### src/windowed_range_average_assert.svh
// assertion macros for the windowed range averager
// expects clk and rst in the scope of use; no other dependencies
`ifndef WINDOWED_RANGE_AVERAGE_ASSERT_SVH
`define WINDOWED_RANGE_AVERAGE_ASSERT_SVH

// condition holds at every edge out of reset
`define WRA_ASSERT_HOLDS(label, cond) \
  label: assert property (@(posedge clk) disable iff (rst) (cond)) \
    else $error("windowed_range_average: invariant violated");

// same-cycle implication
`define WRA_ASSERT_IMPLIES(label, ante, cons) \
  label: assert property (@(posedge clk) disable iff (rst) (ante) |-> (cons)) \
    else $error("windowed_range_average: implication violated");

// next-cycle implication
`define WRA_ASSERT_NEXT(label, ante, cons) \
  label: assert property (@(posedge clk) disable iff (rst) (ante) |=> (cons)) \
    else $error("windowed_range_average: next-cycle check violated");

`endif

### src/wra_pkg.sv
// shared types and constants for the windowed range averager
// used by wra_ctrl, wra_datapath and windowed_range_average; no dependencies
package wra_pkg;

  localparam int MAX_WINDOW_DEFAULT = 64;
  localparam int SAMPLE_BITS        = 16;
  localparam int FRACTION_BITS      = 8;
  localparam int AVERAGE_W          = 24;
  localparam int WINDOW_LEN_W       = 7;
  localparam int RETRY_LIMIT_W      = 8;
  localparam int CFG_DATA_W         = 8;

  localparam logic [WINDOW_LEN_W-1:0]  WINDOW_LEN_RESET  = 7'd16;
  localparam logic [RETRY_LIMIT_W-1:0] RETRY_LIMIT_RESET = 8'd3;

  typedef enum logic {
    CMD_SAMPLE  = 1'b0,
    CMD_FAILURE = 1'b1
  } command_t;

  typedef enum logic {
    CFG_WINDOW_LEN  = 1'b0,
    CFG_RETRY_LIMIT = 1'b1
  } cfg_index_t;

  typedef struct packed {
    command_t                command;
    logic [SAMPLE_BITS-1:0]  sample;
  } item_t;

  typedef struct packed {
    logic [AVERAGE_W-1:0] average;
    logic                 reading;
    logic                 restarted;
  } result_t;

  // controller to datapath
  typedef struct packed {
    logic accept;
    logic update;
    logic div_step;
    logic emit;
  } wra_ctrl_t;

  // datapath to controller
  typedef struct packed {
    logic fail;
    logic div_last;
  } wra_status_t;

endpackage

### src/wra_ctrl.sv
// sequencing state machine for the windowed range averager
// depends on wra_pkg for the command and status structs
module wra_ctrl (
  input  logic                 clk,
  input  logic                 rst,
  input  logic                 item_valid,
  input  logic                 result_stall,
  input  wra_pkg::wra_status_t status,
  output wra_pkg::wra_ctrl_t   ctrl,
  output logic                 item_stall,
  output logic                 result_valid
);
  import wra_pkg::*;

  typedef enum logic [2:0] {
    ST_IDLE,
    ST_READ,
    ST_UPDATE,
    ST_DIVIDE,
    ST_FINISH
  } state_t;

  state_t state;

  // nothing is taken while reset is held
  assign item_stall = rst || (state != ST_IDLE);

  always_comb begin
    ctrl.accept   = item_valid && !item_stall;
    ctrl.update   = (state == ST_UPDATE);
    ctrl.div_step = (state == ST_DIVIDE);
    ctrl.emit     = (state == ST_FINISH) && (!result_valid || !result_stall);
  end

  always_ff @(posedge clk) begin
    if (rst) begin
      state        <= ST_IDLE;
      result_valid <= 1'b0;
    end else begin
      case (state)
        ST_IDLE: begin
          if (ctrl.accept) begin
            state <= ST_READ;
          end
        end
        // ring read in flight
        ST_READ: begin
          state <= ST_UPDATE;
        end
        ST_UPDATE: begin
          state <= status.fail ? ST_FINISH : ST_DIVIDE;
        end
        ST_DIVIDE: begin
          if (status.div_last) begin
            state <= ST_FINISH;
          end
        end
        ST_FINISH: begin
          if (ctrl.emit) begin
            state <= ST_IDLE;
          end
        end
        default: begin
          state <= ST_IDLE;
        end
      endcase

      if (ctrl.emit) begin
        result_valid <= 1'b1;
      end else if (!result_stall) begin
        result_valid <= 1'b0;
      end
    end
  end

endmodule

### src/wra_datapath.sv
// sample ring, running sum, failure counter and bit-serial divider
// depends on wra_pkg; driven by wra_ctrl through wra_ctrl_t
module wra_datapath #(
  parameter int MAX_WINDOW = wra_pkg::MAX_WINDOW_DEFAULT
) (
  input  logic                            clk,
  input  logic                            rst,
  input  wra_pkg::item_t                  item,
  input  logic                            cfg_we,
  input  wra_pkg::cfg_index_t             cfg_index,
  input  logic [wra_pkg::CFG_DATA_W-1:0]  cfg_data,
  input  wra_pkg::wra_ctrl_t              ctrl,
  output wra_pkg::wra_status_t            status,
  output wra_pkg::result_t                result
);
  import wra_pkg::*;

  localparam int PW    = $clog2(MAX_WINDOW);
  localparam int CW    = $clog2(MAX_WINDOW + 1);
  localparam int LW    = (CW > WINDOW_LEN_W) ? CW : WINDOW_LEN_W;
  localparam int SUM_W = SAMPLE_BITS + PW;
  localparam int DW    = SUM_W + FRACTION_BITS;
  localparam int IW    = $clog2(DW);

  // configuration
  logic [WINDOW_LEN_W-1:0]  window_len;
  logic [RETRY_LIMIT_W-1:0] retry_limit;

  // averaging state
  logic [SAMPLE_BITS-1:0]   ring [MAX_WINDOW];
  logic [SAMPLE_BITS-1:0]   rd_data;
  logic [SUM_W-1:0]         running_sum;
  logic [PW-1:0]            write_position;
  logic                     ring_filled;
  logic [RETRY_LIMIT_W-1:0] failure_count;
  logic                     reading_flag;
  logic [AVERAGE_W-1:0]     held_average;
  logic                     restarted;

  // captured word
  command_t                 item_cmd;
  logic [SAMPLE_BITS-1:0]   item_sample;
  logic [PW-1:0]            item_pos;

  // divider
  logic [CW-1:0]            rem;
  logic [DW-1:0]            quo;
  logic [CW-1:0]            divisor;
  logic [IW-1:0]            div_idx;

  logic [LW-1:0]            wl_ext;
  logic [CW-1:0]            len;
  logic [PW-1:0]            pos_clamp;
  logic [CW-1:0]            pos_inc;
  logic                     wrap;
  logic [SUM_W-1:0]         sum_next;
  logic [CW-1:0]            count_next;
  logic [RETRY_LIMIT_W:0]   fail_next;
  logic [CW:0]              trial;
  logic                     ge;
  logic [CW-1:0]            rem_next;
  logic [DW-1:0]            quo_next;

  always_comb begin
    // window length clamped to 1..MAX_WINDOW
    wl_ext = LW'(window_len);
    if (wl_ext == '0) begin
      len = CW'(1);
    end else if (wl_ext > LW'(MAX_WINDOW)) begin
      len = CW'(MAX_WINDOW);
    end else begin
      len = CW'(wl_ext);
    end

    pos_clamp = (CW'(write_position) >= len) ? '0 : write_position;

    pos_inc    = CW'(item_pos) + CW'(1);
    wrap       = (pos_inc >= len);
    sum_next   = running_sum - (ring_filled ? SUM_W'(rd_data) : '0) + SUM_W'(item_sample);
    // never zero: a wrap sets the filled flag, otherwise at least one sample
    count_next = (wrap || ring_filled) ? len : pos_inc;

    fail_next = {1'b0, failure_count} + 1'b1;

    // restoring division, one quotient bit a cycle
    trial    = {rem, quo[DW-1]};
    ge       = (trial >= {1'b0, divisor});
    rem_next = ge ? CW'(trial - {1'b0, divisor}) : CW'(trial);
    quo_next = {quo[DW-2:0], ge};
  end

  assign status.fail     = (item_cmd == CMD_FAILURE);
  assign status.div_last = (div_idx == IW'(DW - 1));

  // ring memory, registered read
  always_ff @(posedge clk) begin
    if (ctrl.update && (item_cmd == CMD_SAMPLE)) begin
      ring[item_pos] <= item_sample;
    end
    rd_data <= ring[item_pos];
  end

  always_ff @(posedge clk) begin
    if (rst) begin
      window_len     <= WINDOW_LEN_RESET;
      retry_limit    <= RETRY_LIMIT_RESET;
      running_sum    <= '0;
      write_position <= '0;
      ring_filled    <= 1'b0;
      failure_count  <= '0;
      reading_flag   <= 1'b0;
      held_average   <= '0;
      restarted      <= 1'b0;
      div_idx        <= '0;
    end else begin
      if (cfg_we) begin
        case (cfg_index)
          CFG_WINDOW_LEN: begin
            window_len     <= cfg_data[WINDOW_LEN_W-1:0];
            running_sum    <= '0;
            write_position <= '0;
            ring_filled    <= 1'b0;
          end
          CFG_RETRY_LIMIT: begin
            retry_limit <= cfg_data[RETRY_LIMIT_W-1:0];
          end
          default: begin
          end
        endcase
      end

      if (ctrl.accept) begin
        restarted <= 1'b0;
      end

      if (ctrl.update) begin
        if (item_cmd == CMD_SAMPLE) begin
          running_sum    <= sum_next;
          write_position <= wrap ? '0 : PW'(pos_inc);
          if (wrap) begin
            ring_filled <= 1'b1;
          end
          failure_count <= '0;
          reading_flag  <= 1'b1;
          rem           <= '0;
          quo           <= DW'(sum_next) << FRACTION_BITS;
          divisor       <= count_next;
          div_idx       <= '0;
        end else if (fail_next > {1'b0, retry_limit}) begin
          running_sum    <= '0;
          write_position <= '0;
          ring_filled    <= 1'b0;
          failure_count  <= '0;
          reading_flag   <= 1'b0;
          restarted      <= 1'b1;
        end else begin
          failure_count <= fail_next[RETRY_LIMIT_W-1:0];
        end
      end

      if (ctrl.div_step) begin
        rem     <= rem_next;
        quo     <= quo_next;
        div_idx <= div_idx + 1'b1;
        if (status.div_last) begin
          held_average <= quo_next[AVERAGE_W-1:0];
        end
      end
    end
  end

  // captured word and output register
  always_ff @(posedge clk) begin
    if (ctrl.accept) begin
      item_cmd    <= item.command;
      item_sample <= item.sample;
      item_pos    <= pos_clamp;
    end
    if (ctrl.emit) begin
      result.average   <= held_average;
      result.reading   <= reading_flag;
      result.restarted <= restarted;
    end
  end

endmodule

### src/windowed_range_average.sv
// windowed range averager: a sample word passes idle, ring read, update, divide and finish,
// with the divider producing DW = sample bits + clog2(MAX_WINDOW) + fraction bits quotient bits
// in the bit-serial divider, one quotient bit per cycle; a failure word skips the divide step
// one word in flight; the next word is taken once the result sits in the output register
// synchronous active-high reset restores defaults, clears averaging state, stalls inputs
// ring entries are left as they are after reset; no clearing pass
`include "windowed_range_average_assert.svh"

module windowed_range_average #(
  parameter int MAX_WINDOW = wra_pkg::MAX_WINDOW_DEFAULT
) (
  input  logic                            clk,
  input  logic                            rst,
  // input word channel
  input  logic                            item_valid,
  output logic                            item_stall,
  input  wra_pkg::item_t                  item,
  // result word channel
  output logic                            result_valid,
  input  logic                            result_stall,
  output wra_pkg::result_t                result,
  // configuration write channel
  input  logic                            cfg_valid,
  output logic                            cfg_ready,
  input  wra_pkg::cfg_index_t             cfg_index,
  input  logic [wra_pkg::CFG_DATA_W-1:0]  cfg_data
);
  import wra_pkg::*;

  wra_ctrl_t   ctrl;
  wra_status_t status;
  logic        cfg_we;

  // register writes are taken only when no word is being worked on or offered,
  // so a write never lands on the same edge as an accepted word
  assign cfg_ready = !item_stall && !item_valid;
  assign cfg_we    = cfg_valid && cfg_ready;

  // sequencer: idle, ring read, update, divide, hand off to output register
  wra_ctrl u_ctrl (
    .clk          (clk),
    .rst          (rst),
    .item_valid   (item_valid),
    .result_stall (result_stall),
    .status       (status),
    .ctrl         (ctrl),
    .item_stall   (item_stall),
    .result_valid (result_valid)
  );

  // ring memory, running sum, failure tracking and divider
  wra_datapath #(
    .MAX_WINDOW (MAX_WINDOW)
  ) u_datapath (
    .clk       (clk),
    .rst       (rst),
    .item      (item),
    .cfg_we    (cfg_we),
    .cfg_index (cfg_index),
    .cfg_data  (cfg_data),
    .ctrl      (ctrl),
    .status    (status),
    .result    (result)
  );

  // a word that was just taken keeps the input stalled in the next cycle
  `WRA_ASSERT_NEXT(a_busy_after_accept, item_valid && !item_stall, item_stall)
  // at most one command from the sequencer per cycle
  `WRA_ASSERT_HOLDS(a_single_command, $onehot0({ctrl.accept, ctrl.update, ctrl.div_step, ctrl.emit}))
  // a hand-off always shows up on the result channel
  `WRA_ASSERT_NEXT(a_emit_gives_valid, ctrl.emit, result_valid)
  // a restart never reports an online reading
  `WRA_ASSERT_IMPLIES(a_restart_not_reading, result_valid, !(result.restarted && result.reading))

endmodule
### config.mk
export PLATFORM = sky130hd
export DESIGN_NAME = windowed_range_average
export DESIGN_NICKNAME = d
export VERILOG_FILES = /design/src/wra_pkg.sv /design/src/wra_ctrl.sv /design/src/wra_datapath.sv /design/src/windowed_range_average.sv
export VERILOG_INCLUDE_DIRS = /design/src /design/src/src
export SDC_FILE = /design/constraint.sdc
export NUM_CORES = 1
export LEC_CHECK = 0
export ABC_AREA = 1
export BUFFER_PORTS_ARGS = -buffer_cell sky130_fd_sc_hd__buf_2
export CAP_MARGIN = 5
export CELL_PAD_IN_SITES_DETAIL_PLACEMENT = 0
export CELL_PAD_IN_SITES_GLOBAL_PLACEMENT = 1
export CORE_MARGIN = 10
export CORE_UTILIZATION = 34
export DETAILED_ROUTE_END_ITERATION = 16
export GPL_ROUTABILITY_DRIVEN = 0
export PLACE_DENSITY = 0.6
export SETUP_SLACK_MARGIN = 0.2
export SLEW_MARGIN = 15
export SYNTH_ARGS = -nofsm -noshare
export SYNTH_HDL_FRONTEND = slang
export SYNTH_SLANG_ARGS = --single-unit
### constraint.sdc
create_clock -name clk -period 5.9 [get_ports clk]
set_input_delay 1.18 -clock clk [delete_from_list [all_inputs] [get_ports clk]]
set_output_delay 1.18 -clock clk [all_outputs]
set_load 0.01 [all_outputs]
==> results.py <==
metrics = {
    "worst_setup_path": {
        "timing.critical_path.from": "u_datapath.item_pos[0]",
        "worstPathMaxFanout": 40,
        "cp.required_ns": 6.28,
        "critPathCaptureType": "flip-flop",
        "worstSetupStartpointType": "flip-flop",
        "r2r-start": "u_datapath.item_pos[0]",
        "critical_path_class": "reg -> reg",
        "crit_arrival_ns": 4.50,
    },
    "clocking": {
        "h-tree-depth": 4,
        "clk_path_buf_depth": 3,
        "cts_resized": 0,
        "insertion_delay_ns": 0.77,
        "cts.sinks": 1220,
        "root_buffer": "clkbuf_16",
        "cts_tree": "done",
        "post_cts_buffers": 0,
        "cts_buffers": 130,
        "clk_pin_slew_worst_paths_ns": 0.06,
        "cts_hold_buf": 0,
    },
    "routing": {
        "wl_mm": 140,
        "initialDrtViolationCount": 2533,
        "firstDrtPassIters": 5,
        "vias": 29700,
        "viasPerCell": 5.02,
        "wl_per_cell_um": 23.6,
        "ant_nets": 0,
        "drc": 0,
    },
    "hold_path": {
        "hold_path_class": "reg -> reg",
        "hp-start": "u_datapath.held_average[22]",
    },
    "timing": {
        "worst_slack_ns": 1.78,
        "finClkSkew_ns": 0.0245,
        "tightest_slew_ns": 1.25,
        "period_minus_slack_ns": 4.12,
        "relSlewSlack": 0.155,
        "setup_viol": 0,
        "hold_ws_ns": 0.428,
        "fin_setup_tns_ns": 0,
        "rsz0062_at_grt": "false",
        "max_freq_mhz": 243,
        "post-route-period-util": 0.698,
        "slew_violations": 0,
        "hold_violations": 0,
    },
    "power": {
        "leakage_nw": 19.3,
        "ir_drop_uv": 240,
        "power_density_nw_per_um2": 382,
    },
    "floorplan": {
        "die_w_um": 395,
        "initial_core_util": 0.343,
        "std_cell_rows": 137,
        "core_area_um2": 140000,
        "io_pins": 60,
        "dieArea_um2": 156000,
        "die_h_um": 395,
    },
    "yosys": {
        "yosys.area.top_type": "edfxtp_1",
        "synth_edf_count": 1117,
        "ys_ff_latch": 1220,
        "yosys_warnings": 0,
        "synthTopCellsByArea": "edfxtp_1, nand2_1, dfxtp_1",
        "yosys.area.top_type_share": 0.700,
        "netlist_instances": 3803,
        "synth_nets": 3905,
        "syn_avg_cell_area_um2": 12.6,
        "syn_area_um2": 47900,
        "async_reset_ff_frac": 0,
        "ys_types": 38,
        "ys_dominant_reg_cell": "edfxtp_1",
        "ys_seq_area_frac": 0.743,
    },
    "cells_and_area": {
        "nets": 4040,
        "post-route-util": 0.393,
        "syn2layout_area_growth_pct": 14.6,
        "final_area_um2": 54900,
        "fillers": 13300,
        "drive_gt1_frac": 0.0979,
    },
    "place": {
        "dpl_worst_slack_ns": 1.78,
        "numPortBuffers": 59,
        "post_dp_cell_area_um2": 50800,
        "dp_hpwl_mm": 80.8,
    },
    "global_route": {
        "track_usage": 0.175,
        "grt-ovfl-total": 0,
        "antenna_found_initial": 9,
        "grt_max_degree": 129,
        "grt_pass1_wl_mm": 203,
        "grt_pass1_vias": 28800,
    },
    "run": {
        "cap_violations": 0,
    },
    "run_status": {
        "status": "complete, no violations",
    },
}
-- registers in the layout (all words and copies together), names as in the netlist, 8 cells and up --
name / cells
u_datapath.item_sample: 16
u_datapath.running_sum: 22
u_datapath.retry_limit: 8
u_datapath.held_average: 24
u_datapath.failure_count: 8
u_datapath.quo: 30
u_datapath.ring: 1024
u_datapath.result: 26
u_datapath.rd_data: 16
-- synth_stat cells (2+ instances only) --
library cell / number
nand2_1: 1118
edfxtp_1: 1117
nor2_1: 226
inv_1: 198
o21ai_0: 168
nand3_1: 156
nand4_1: 148
a22oi_1: 137
dfxtp_1: 103
a21oi_1: 102
buf_2: 81
clkbuf_1: 63
ha_1: 54
fa_1: 17
nor3_1: 16
o21bai_1: 12
xnor2_1: 11
xor2_1: 10
a211oi_1: 9
a21o_1: 7
clkinv_1: 7
inv_2: 7
nand3b_1: 7
o211ai_1: 4
buf_1: 3
nor2_2: 3
o21a_1: 3
o2bb2ai_1: 3
a31oi_1: 2
nand3_2: 2
or2_2: 2
-- metal layers --
layer	wire length, um	GRT usage	share of wire
met5	13	0	0.000093
met2	64000	0.273	0.46
met4	4370	0.0610	0.031
met1	62300	0.242	0.45
met3	8990	0.0352	0.064
-- stage by stage --
| step | instances | power (mW) |
|---|---|---|
| 3_3_place_gp | 5682 | 13.2 |
| 6_report | 5922 | 20.9 |
| 3_5_place_dp | 5682 | 13.3 |
| 5_1_grt | 5920 | 21.8 |
| 4_1_cts | 5920 | 21.1 |
| 2_1_floorplan | 3803 | 12.0 |
-- worst max-delay path, stage by stage (launching register included) --
cell and delay [ns]:
edfxtp_1 0.35, buf_4 0.21, inv_1 0.33, nand3_1 0.56, inv_4 0.60, nand2_1 0.67
nor2_2 0.98
-- path summary, 6_finish.rpt --
kind,end,slack (ns),depth (start not counted)
min reg2reg,u_datapath.result[24],0.43,0
max reg2reg,u_datapath.ring[28][12],1.78,6
max,u_datapath.ring[28][12],1.78,6
min,u_datapath.result[24],0.43,0
-- logic make-up (layout without fill, tap and decap cells) --
kind of cell | after synthesis | after routing | share of synthesized area
AOI/OAI and AO/OA | 450 | 450 | 0.0564
other | 0 | 2 | 0
adders and majority gates | 71 | 71 | 0.0212
DFF | 1220 | 1220 | 0.743
buffers and inverters | 359 | 600 | 0.0302
and+or+nand+nor | 1682 | 1682 | 0.145
xor gates and xnor gates | 21 | 21 | 0.00384
-- placed cells by master (no fill, tap or decap), types with 3 or more instances in the layout --
cell,instances
a211oi_1,9
a21o_1,7
a21oi_1,101
a22oi_1,137
buf_12,5
buf_2,59
buf_4,86
bufinv_16,4
clkbuf_1,30
clkbuf_16,136
clkbuf_8,5
clkinv_1,30
clkinv_2,29
clkinv_8,5
dfxtp_1,103
edfxtp_1,1117
fa_1,17
ha_1,54
inv_1,197
inv_2,3
inv_4,4
nand2_1,1118
nand3_1,156
nand3b_1,7
nand4_1,148
nor2_1,188
nor2_2,38
nor2_4,4
nor3_1,11
nor3_2,5
o211ai_1,4
o21a_1,3
o21ai_0,167
o21bai_1,12
o2bb2ai_1,3
xnor2_1,11
xor2_1,10
-- power breakdown --
group / switching, mW / total (mW) / internal [mW]
logic: 2.20 / 2.96 / 0.760
registers: 0.169 / 10.1 / 9.92
clock network: 3.42 / 7.90 / 4.48
-- layout make-up --
class / instances / area [um^2] / share of cell area
Sequential cell: 1220 / 35600 / 0.648
Timing Repair Buffer: 150 / 1040 / 0.0190
Tap cell: 1876 / 2350 / 0.0428
Clock buffer: 171 / 3580 / 0.0653
Multi-Input combinational cell: 2224 / 11000 / 0.200
Antenna cell: 2 / 5.00 / 0.0000912
Inverter: 212 / 811 / 0.0148
Clock inverter: 67 / 507 / 0.00923
(Power assumes the default switching activity.)
